<file path="config.mk">
export PLATFORM = sky130hd
export DESIGN_NAME = rws_prefix_walk
export DESIGN_NICKNAME = d
export VERILOG_FILES = /design/src/sv/rws_pkg.sv /design/src/sv/rws_prefix_walk.sv
export SDC_FILE = /design/constraint.sdc
export NUM_CORES = 1
export LEC_CHECK = 0
export ABC_AREA = 1
export BUFFER_PORTS_ARGS = -buffer_cell sky130_fd_sc_hd__buf_2
export CORE_MARGIN = 4
export CORE_UTILIZATION = 27
export DETAILED_ROUTE_END_ITERATION = 7
export MAX_ROUTING_LAYER = met4
export PLACE_DENSITY_LB_ADDON = 0.15
export SLEW_MARGIN = 10
export SYNTH_ARGS = -nofsm -noshare
export SYNTH_HDL_FRONTEND = slang
export SYNTH_SLANG_ARGS = --single-unit
</file>
<file path="constraint.sdc">
create_clock -name clk -period 18.27 [get_ports clk]
set_clock_uncertainty 0.2 [all_clocks]
set_input_delay 3.654 -clock clk [delete_from_list [all_inputs] [get_ports clk]]
set_output_delay 3.654 -clock clk [all_outputs]
set_load 0.01 [all_outputs]
</file>
<file path="src/sv/rws_pkg.sv">
// ============================================================================
// rws_pkg
// Shared types and constants for the roulette wheel selection block.
// ============================================================================
`default_nettype none

package rws_pkg;

    localparam int MAX_ENTRIES   = 256;
    localparam int FITNESS_BITS  = 16;
    localparam int INDEX_BITS    = $clog2(MAX_ENTRIES);
    localparam int COUNT_BITS    = INDEX_BITS + 1;
    localparam int TOTAL_BITS    = 24;
    localparam int FRACTION_BITS = 16;
    localparam int TARGET_BITS   = FRACTION_BITS + TOTAL_BITS;
    localparam int PREFIX_BITS   = FITNESS_BITS + INDEX_BITS;

    localparam logic MODE_LOAD   = 1'b0;
    localparam logic MODE_SELECT = 1'b1;

    typedef enum logic [1:0] {
        STATUS_OK         = 2'd0,
        STATUS_ZERO_TOTAL = 2'd1,
        STATUS_EMPTY      = 2'd2
    } status_t;

    typedef enum logic [1:0] {
        ST_IDLE,
        ST_MULT,
        ST_WALK,
        ST_FINISH
    } state_t;

    // Control from the sequencer to the prefix walk unit.
    typedef struct packed {
        logic load_target;
        logic clear_prefix;
        logic step;
    } walk_ctrl_t;

endpackage

`default_nettype wire

</file>
<file path="src/sv/rws_prefix_walk.sv">
// ============================================================================
// rws_prefix_walk
// Target multiply and the shared prefix adder with its compare.
// ============================================================================
`default_nettype none

module rws_prefix_walk
(
    input  wire logic                                  clk,
    input  wire rws_pkg::walk_ctrl_t                   ctrl,
    input  wire logic [rws_pkg::FRACTION_BITS-1:0]     fraction,
    input  wire logic [rws_pkg::TOTAL_BITS-1:0]        total,
    input  wire logic [rws_pkg::FITNESS_BITS-1:0]      fitness,
    output logic                                       hit
);

    logic [rws_pkg::TARGET_BITS-1:0] target_reg;
    logic [rws_pkg::TARGET_BITS-1:0] target_next;
    logic [rws_pkg::PREFIX_BITS-1:0] prefix_reg;
    logic [rws_pkg::PREFIX_BITS-1:0] prefix_next;
    logic [rws_pkg::PREFIX_BITS-1:0] sum;
    logic [rws_pkg::TARGET_BITS-1:0] scaled_sum;

    assign target_next = rws_pkg::TARGET_BITS'(fraction) * rws_pkg::TARGET_BITS'(total);

    // Running prefix including the entry now on the read port.
    assign sum        = prefix_reg + rws_pkg::PREFIX_BITS'(fitness);
    assign scaled_sum = rws_pkg::TARGET_BITS'({sum, {rws_pkg::FRACTION_BITS{1'b0}}});
    assign hit        = (scaled_sum >= target_reg);

    always_comb
    begin
        prefix_next = prefix_reg;
        if (ctrl.clear_prefix)
        begin
            prefix_next = '0;
        end
        else if (ctrl.step)
        begin
            prefix_next = sum;
        end
    end

    always_ff @(posedge clk)
    begin
        prefix_reg <= prefix_next;
        if (ctrl.load_target)
        begin
            target_reg <= target_next;
        end
    end

endmodule

`default_nettype wire

</file>
# Word-level counts from Yosys, hierarchy flattened
# Index checks and enable logic that the tools add are counted.
[totals]
regBits = 64
out_inout_bits = 1
input_bits = 60
[op_classes]
addsub = 1
magnitude_cmp = 1
mul = 1
[op_table]
columns = ["operator", "n"]
rows = [
  ["greater-or-equal comparator 40 bit", 1],
  ["multiplier 16 x 24 -> 40 bit", 1],
  ["adder 24 x 16 -> 24 bit", 1],
]

# Logic depth before layout (Yosys ltp)
# Gate-level depths: netlist (run 1).
[logic_depth]
ltp_word = 2
mapped_depth = 27
depth_no_buf = 25

# Worst setup path before layout (run 1)
# No wires, ideal clock.
[synth_path]
path_type = "input -> output"
from = "in fitness[0] (netlist bit)"
to = "out hit"
n_path_buf = 0
t_arrival_ns = 5.723
t_required_ns = 14.416
path_stages = 17
slack_ns = 8.693
cell_sequence = "ha_1 fa_1 nand3_1 nand3_1 nand2_1 nand2_1 nand2_1 nand2_1 nand3_1 nand2_1 ha_1 nand2_1 nor2_1 nand2_1 nor2_1 nand3b_1 nand3_1"
[synth_via]
elab_chain_cells = 2
[synth_rtl]
columns = ["item", "line_no", "source"]
rows = [
  ["start: declaration", "rws_prefix_walk.sv:13", "input wire logic [rws_pkg::FITNESS_BITS-1:0] fitness,"],
  ["adder 24 x 16 -> 24 bit", "rws_prefix_walk.sv:27", "assign sum = prefix_reg + rws_pkg::PREFIX_BITS'(fitness);"],
  ["net sum, one bit", "rws_prefix_walk.sv:21", "logic [rws_pkg::PREFIX_BITS-1:0] sum;"],
  ["greater-or-equal comparator 40 bit", "rws_prefix_walk.sv:29", "assign hit = (scaled_sum >= target_reg);"],
  ["end: declaration", "rws_prefix_walk.sv:14", "output logic hit"],
]
# The timed path passes the listed nets, and every way through them passes these cells.

# Final worst setup path (run 1)
# Same ends and word-level chain as after synthesis.

==> results of run 1 <==
## cell type report
| class | count | area share, % |
|---|---|---|
| clock buffers | 10 | 1.224 |
| flip-flops and latches | 64 | 8.991 |
| multi-input cells | 1566 | 68.14 |
| inverters | 693 | 13.91 |
| well taps | 846 | 5.660 |
| repair buffers | 60 | 1.606 |
| diodes | 1 | 0.01338 |
| clock inverters | 6 | 0.4549 |
## cell usage after synthesis
| cell type | number |
|---|---|
| nor4_1 | 5 |
| nand2_1 | 744 |
| o21bai_1 | 4 |
| buf_2 | 1 |
| nand3b_1 | 4 |
| o21a_1 | 4 |
| fa_1 | 307 |
| nand3_1 | 62 |
| a21oi_1 | 72 |
| nor2_4 | 1 |
| ha_1 | 152 |
| edfxtp_1 | 40 |
| o211ai_1 | 1 |
| nor3_1 | 8 |
| o21ai_1 | 4 |
| o21ai_0 | 28 |
| nand3_2 | 4 |
| nor2_2 | 4 |
| xnor2_1 | 7 |
| xor2_1 | 25 |
| o21bai_2 | 1 |
| a31oi_1 | 1 |
| clkbuf_1 | 86 |
| o21ai_2 | 2 |
| and2_0 | 1 |
| and2_1 | 2 |
| nand4_1 | 10 |
| inv_1 | 693 |
| nand2_2 | 3 |
| nor2_1 | 110 |
| dfxtp_1 | 24 |
## critical path: cells and delay by family
family,cells,cell delay [ps]
and+or+nand+nor,14,1460
buffers and inverters,2,270
adders and majority gates,3,980
## cells by family after synthesis
group           share of synthesized area (%)
compound gates                          3.590
xor+xnor                                1.615
fa+ha+maj                               46.37
buf+inv                                 16.88
flops                                   9.689
simple gates                            21.86
## per-stage QoR
stage	setup WS, ps	hold slack, ps	cell area [um^2]	util [%]
after floorplan	8693	243.5	17360	-
after global placement	8000	253.9	18390	29.04
after detailed placement	8030	264.2	18390	29.04
after CTS	8026	272.6	18700	29.54
after global routing	7769	307.1	18700	29.54
final	8029	269.4	18700	29.54
## metal layers
layer | vias up | share of wire (%) | track usage (%)
li1 | 6870 | - | -
met1 | 6906 | 48 | 20.93
met2 | 240 | 47 | 25.70
met3 | 50 | 3.6 | 1.489
met4 | 0 | 1.4 | 2.773
met5 | - | 0 | -
## path summary, 6_finish.rpt
path	from	endpoint	slack, ps	depth (start not counted)
setup / recovery	fitness[0]	hit	8030	19
hold reg to reg	prefix_reg[0]	prefix_reg[0]	270	2
hold / removal	prefix_reg[0]	prefix_reg[0]	270	2
setup reg to reg	prefix_reg[0]	prefix_reg[12]	16040	10
==> results.cfg, run 1 <==
[cells_and_area]
fin_nets = 2913
drive_above_1_share_pct = 3.710
largest_reg_flops = 40
area.sequential_um2 = 1682
final_common_cell = nand2_1
area_delta_synth_final_pct = 7.764
nFillCells = 7011
fin_cells = 3246
multi_input_area_um2 = 12740
final_cell_mix = nand2_1, inv_1, fa_1

[floorplan]
core_area_um2 = 63310
die_area_um2 = 68400
rows = 92
die_y_um = 261.5
start_util_pct = 27.41
die_x_um = 261.5
io-pin-count = 61

[setup_path]
crit_arrival_ps = 6390
crit_slowest_cell = fa_1
max_stage_delay_ps = 460
worst-path-max-fanout = 4
cp.required_ps = 14420
crit_path_start_kind = primary input
cpMostUsedCell = nand2_1
criticalPathCategory = primary input to output port
end_kind = output port
path_cells = buf_2 > ha_1 > fa_1 > nand3_1 > nand3_1 > nand2_1 > nand2_1 > nand2_1 > nand2_1 > nand3_1 > nand2_1 > ha_1 > nand2_1 > nor2_1 > nand2_1 > nor2_1 > nand3b_1 > nand3_1 > buf_2

[cts]
cts_resized = 0
h-tree-depth = 3
clock-sinks = 64
post_cts_buffers = 0
clk_pin_slew_worst_paths_ps = 50
root_buffer = clkbuf_16
holdBufCountCts = 0
cts_tree = done
cts_inserted_buffers = 9
clk_latency_ps = 340
clockBufferDepth = 2

[timing]
drv_slew = 0
fin_tns_setup_ps = 0
max_freq_ghz = 0.09765
setup_viol_count_final = 0
worst_pin_slew_ps = 822.7
period_minus_slack_ps = 10240
rsz0062_at_grt = no
period_share_pct = 56.05
relSlewSlack_pct = 45.15
hold_viol = 0

[synthesis]
yosysSeqAreaShare_pct = 9.689
synth.top_cell.area_share_pct = 35.41
synth_area_leader_cell = fa_1
syn_inst = 2410
synth.top_cells.by_area = fa_1, nand2_1, inv_1
syn_area_per_cell_um2 = 7.201
synth.distinct_cells = 31
synth_area_um2 = 17360
yosys_warnings = 0
ys_seq_elements = 64
synth_nets = 2929

[placed_design]
globalplace.congestion = 0.8531
place_inst = 3229
port_buffers = 60
dp_hpwl_um = 39910

[route]
drt_wl_total_um = 49490
routed_via_density = 4.333
drcViolationCount = 0
wl_per_cell_um = 15.25
initialDrtViolationCount = 715
ant_nets = 0
via_count = 14070
firstDrtPassIters = 5

[min_path]
hold_path_class = register to register

[global_routing]
overflow = 0
antenna_found_initial = 1
grt_max_degree = 41
grt_first_pass_wirelength_um = 82210
track_usage_pct = 15.48
grt_pass1_vias = 15490

[status]
outcome = complete, no violations

[run]
drv_cap = 0
Power of run 1 is not shown: default switching activity piles up to over one toggle a cycle in this logic, so the estimate is an artifact.
==> run 2: changes to the inputs <==
==> constraint.sdc (replaced) <==
create_clock -name clk -period 8.9 [get_ports clk]
set_clock_uncertainty 0.2 [all_clocks]
set_input_delay 1.78 -clock clk [delete_from_list [all_inputs] [get_ports clk]]
set_output_delay 1.78 -clock clk [all_outputs]
set_load 0.01 [all_outputs]
==> run 2 against run 1 <==
Worst setup slack got worse by 6600 ps. Core utilization about the same. Global-route usage decreased by 0.16 points. First-iteration DRC count decreased by 7.8%. Cell count about the same. Sequential share of layout area about the same.
==> results.cfg, run 2 (synthesized netlist as in run 1, its figures left out) <==
[status]
outcome = complete, no violations

[route]
drt_wl_total_um = 49430
routed_via_density = 4.282
via_count = 13900
initialDrtViolationCount = 659
wl_per_cell_um = 15.23
drcViolationCount = 0
ant_nets = 0
firstDrtPassIters = 5

[setup_path]
cp.required_ps = 8790
rrSetupSlack_ps = 6570
reg2reg_depth = 12
path_cells = buf_2 > nand2_1 > fa_1 > inv_1 > fa_1 > inv_1 > fa_1 > inv_1 > fa_1 > fa_1 > inv_1 > fa_1 > inv_1 > ha_1 > a21oi_1 > o21ai_0 > a21oi_1 > nand3_2 > nand2_1 > nand2_1 > nand2_1 > nand2_1
criticalPathCategory = primary input to register
worst-path-max-fanout = 24
crit_buf_inv = 6
critical-path-top-delay-family = adder cells
end_kind = register
crit_path_start_kind = primary input
r2r-start = prefix_reg[0]
regToRegEndpoint = prefix_reg[16]
cpMostUsedCell = fa_1
max_stage_delay_ps = 570
crit_slowest_cell = fa_1
crit_arrival_ps = 7330

[cells_and_area]
final_common_cell = nand2_1
fin_nets = 2913
largest_reg_flops = 40
nFillCells = 7019
drive_above_1_share_pct = 3.710
diodes = 0
area_delta_synth_final_pct = 7.606
final_cell_mix = nand2_1, inv_1, fa_1

[timing]
worst_pin_slew_ps = 906.9
rsz0062_at_grt = no
worst_hold_slack_ps = 273.2
fin_ws_ps = 1463
relSlewSlack_pct = 39.54
setup_viol_count_final = 0
drv_slew = 0
fin_tns_setup_ps = 0
hold_viol = 0
max_freq_ghz = 0.1345
period_minus_slack_ps = 7437
period_share_pct = 83.56

[min_path]
hold_end = prefix_reg[2]
hold_path_class = register to register
min_path_cells = 2
min-delay-start = prefix_reg[2]

[global_routing]
grt_first_pass_wirelength_um = 81280
antenna_found_initial = 0
grt_pass1_vias = 14840
overflow = 0
grt_max_degree = 41
track_usage_pct = 15.33

[floorplan]
die_area_um2 = 68400
core_area_um2 = 63310
io-pin-count = 61
start_util_pct = 27.41
die_x_um = 261.5
die_y_um = 261.5
rows = 92

[cts]
h-tree-depth = 3
post_cts_buffers = 0
clockBufferDepth = 2
root_buffer = clkbuf_16
clk_pin_slew_worst_paths_ps = 60
cts_tree = done
clock-sinks = 64
clk_latency_ps = 340
cts_inserted_buffers = 9
cts_resized = 0
holdBufCountCts = 0

[run]
drv_cap = 0

[placed_design]
globalplace.congestion = 0.8331
port_buffers = 60
dp_hpwl_um = 40680
post-place-ws_ps = 1133
## run 2: area by class of cell
cell class,count,area (um^2),share of cell area (%)
Tap cell,846,1059,5.668
Clock inverter,6,60.06,0.3216
Sequential cell,64,1682,9.004
Inverter,693,2601,13.93
Clock buffer,10,229.0,1.226
Multi-Input combinational cell,1566,12740,68.24
Timing Repair Buffer,60,300.3,1.608
## run 2: how the worst max path moves through the flow
stage,to,start,cells after the start,slack (ps)
2_1_floorplan,target_reg[39],total[21],24,1800
3_3_place_gp,target_reg[36],fraction[1],23,1090
3_5_place_dp,target_reg[36],fraction[1],23,1130
4_1_cts,target_reg[36],fraction[1],23,1500
5_1_grt,target_reg[39],fraction[4],22,1210
6_report,target_reg[39],fraction[1],22,1460
## run 2: per-stage QoR
| stage | instances | utilization, % | area (um^2) |
|---|---|---|---|
| final | 3245 | 29.50 | 18680 |
| after global placement | 3229 | 29.04 | 18390 |
| after floorplan | 2410 | - | 17360 |
| after detailed placement | 3229 | 29.04 | 18390 |
| after global routing | 3245 | 29.50 | 18680 |
| after CTS | 3245 | 29.50 | 18680 |
## run 2: per-layer routing
metal | share of wire [%] | up-vias | global-route usage, % | wire length, um
li1 | - | 6876 | - | -
met1 | 49 | 6717 | 21.32 | 24350
met2 | 46 | 270 | 25.23 | 22770
met3 | 3.5 | 33 | 1.006 | 1731
met4 | 1.2 | 0 | 2.402 | 570
met5 | 0 | - | - | 0
## run 2: worst min-delay path: stages, from the launching register on
cell and delay (ps):
dfxtp_1 310, nand2_1 60, a21oi_1 50
Power of run 2 is left out for the same reason.
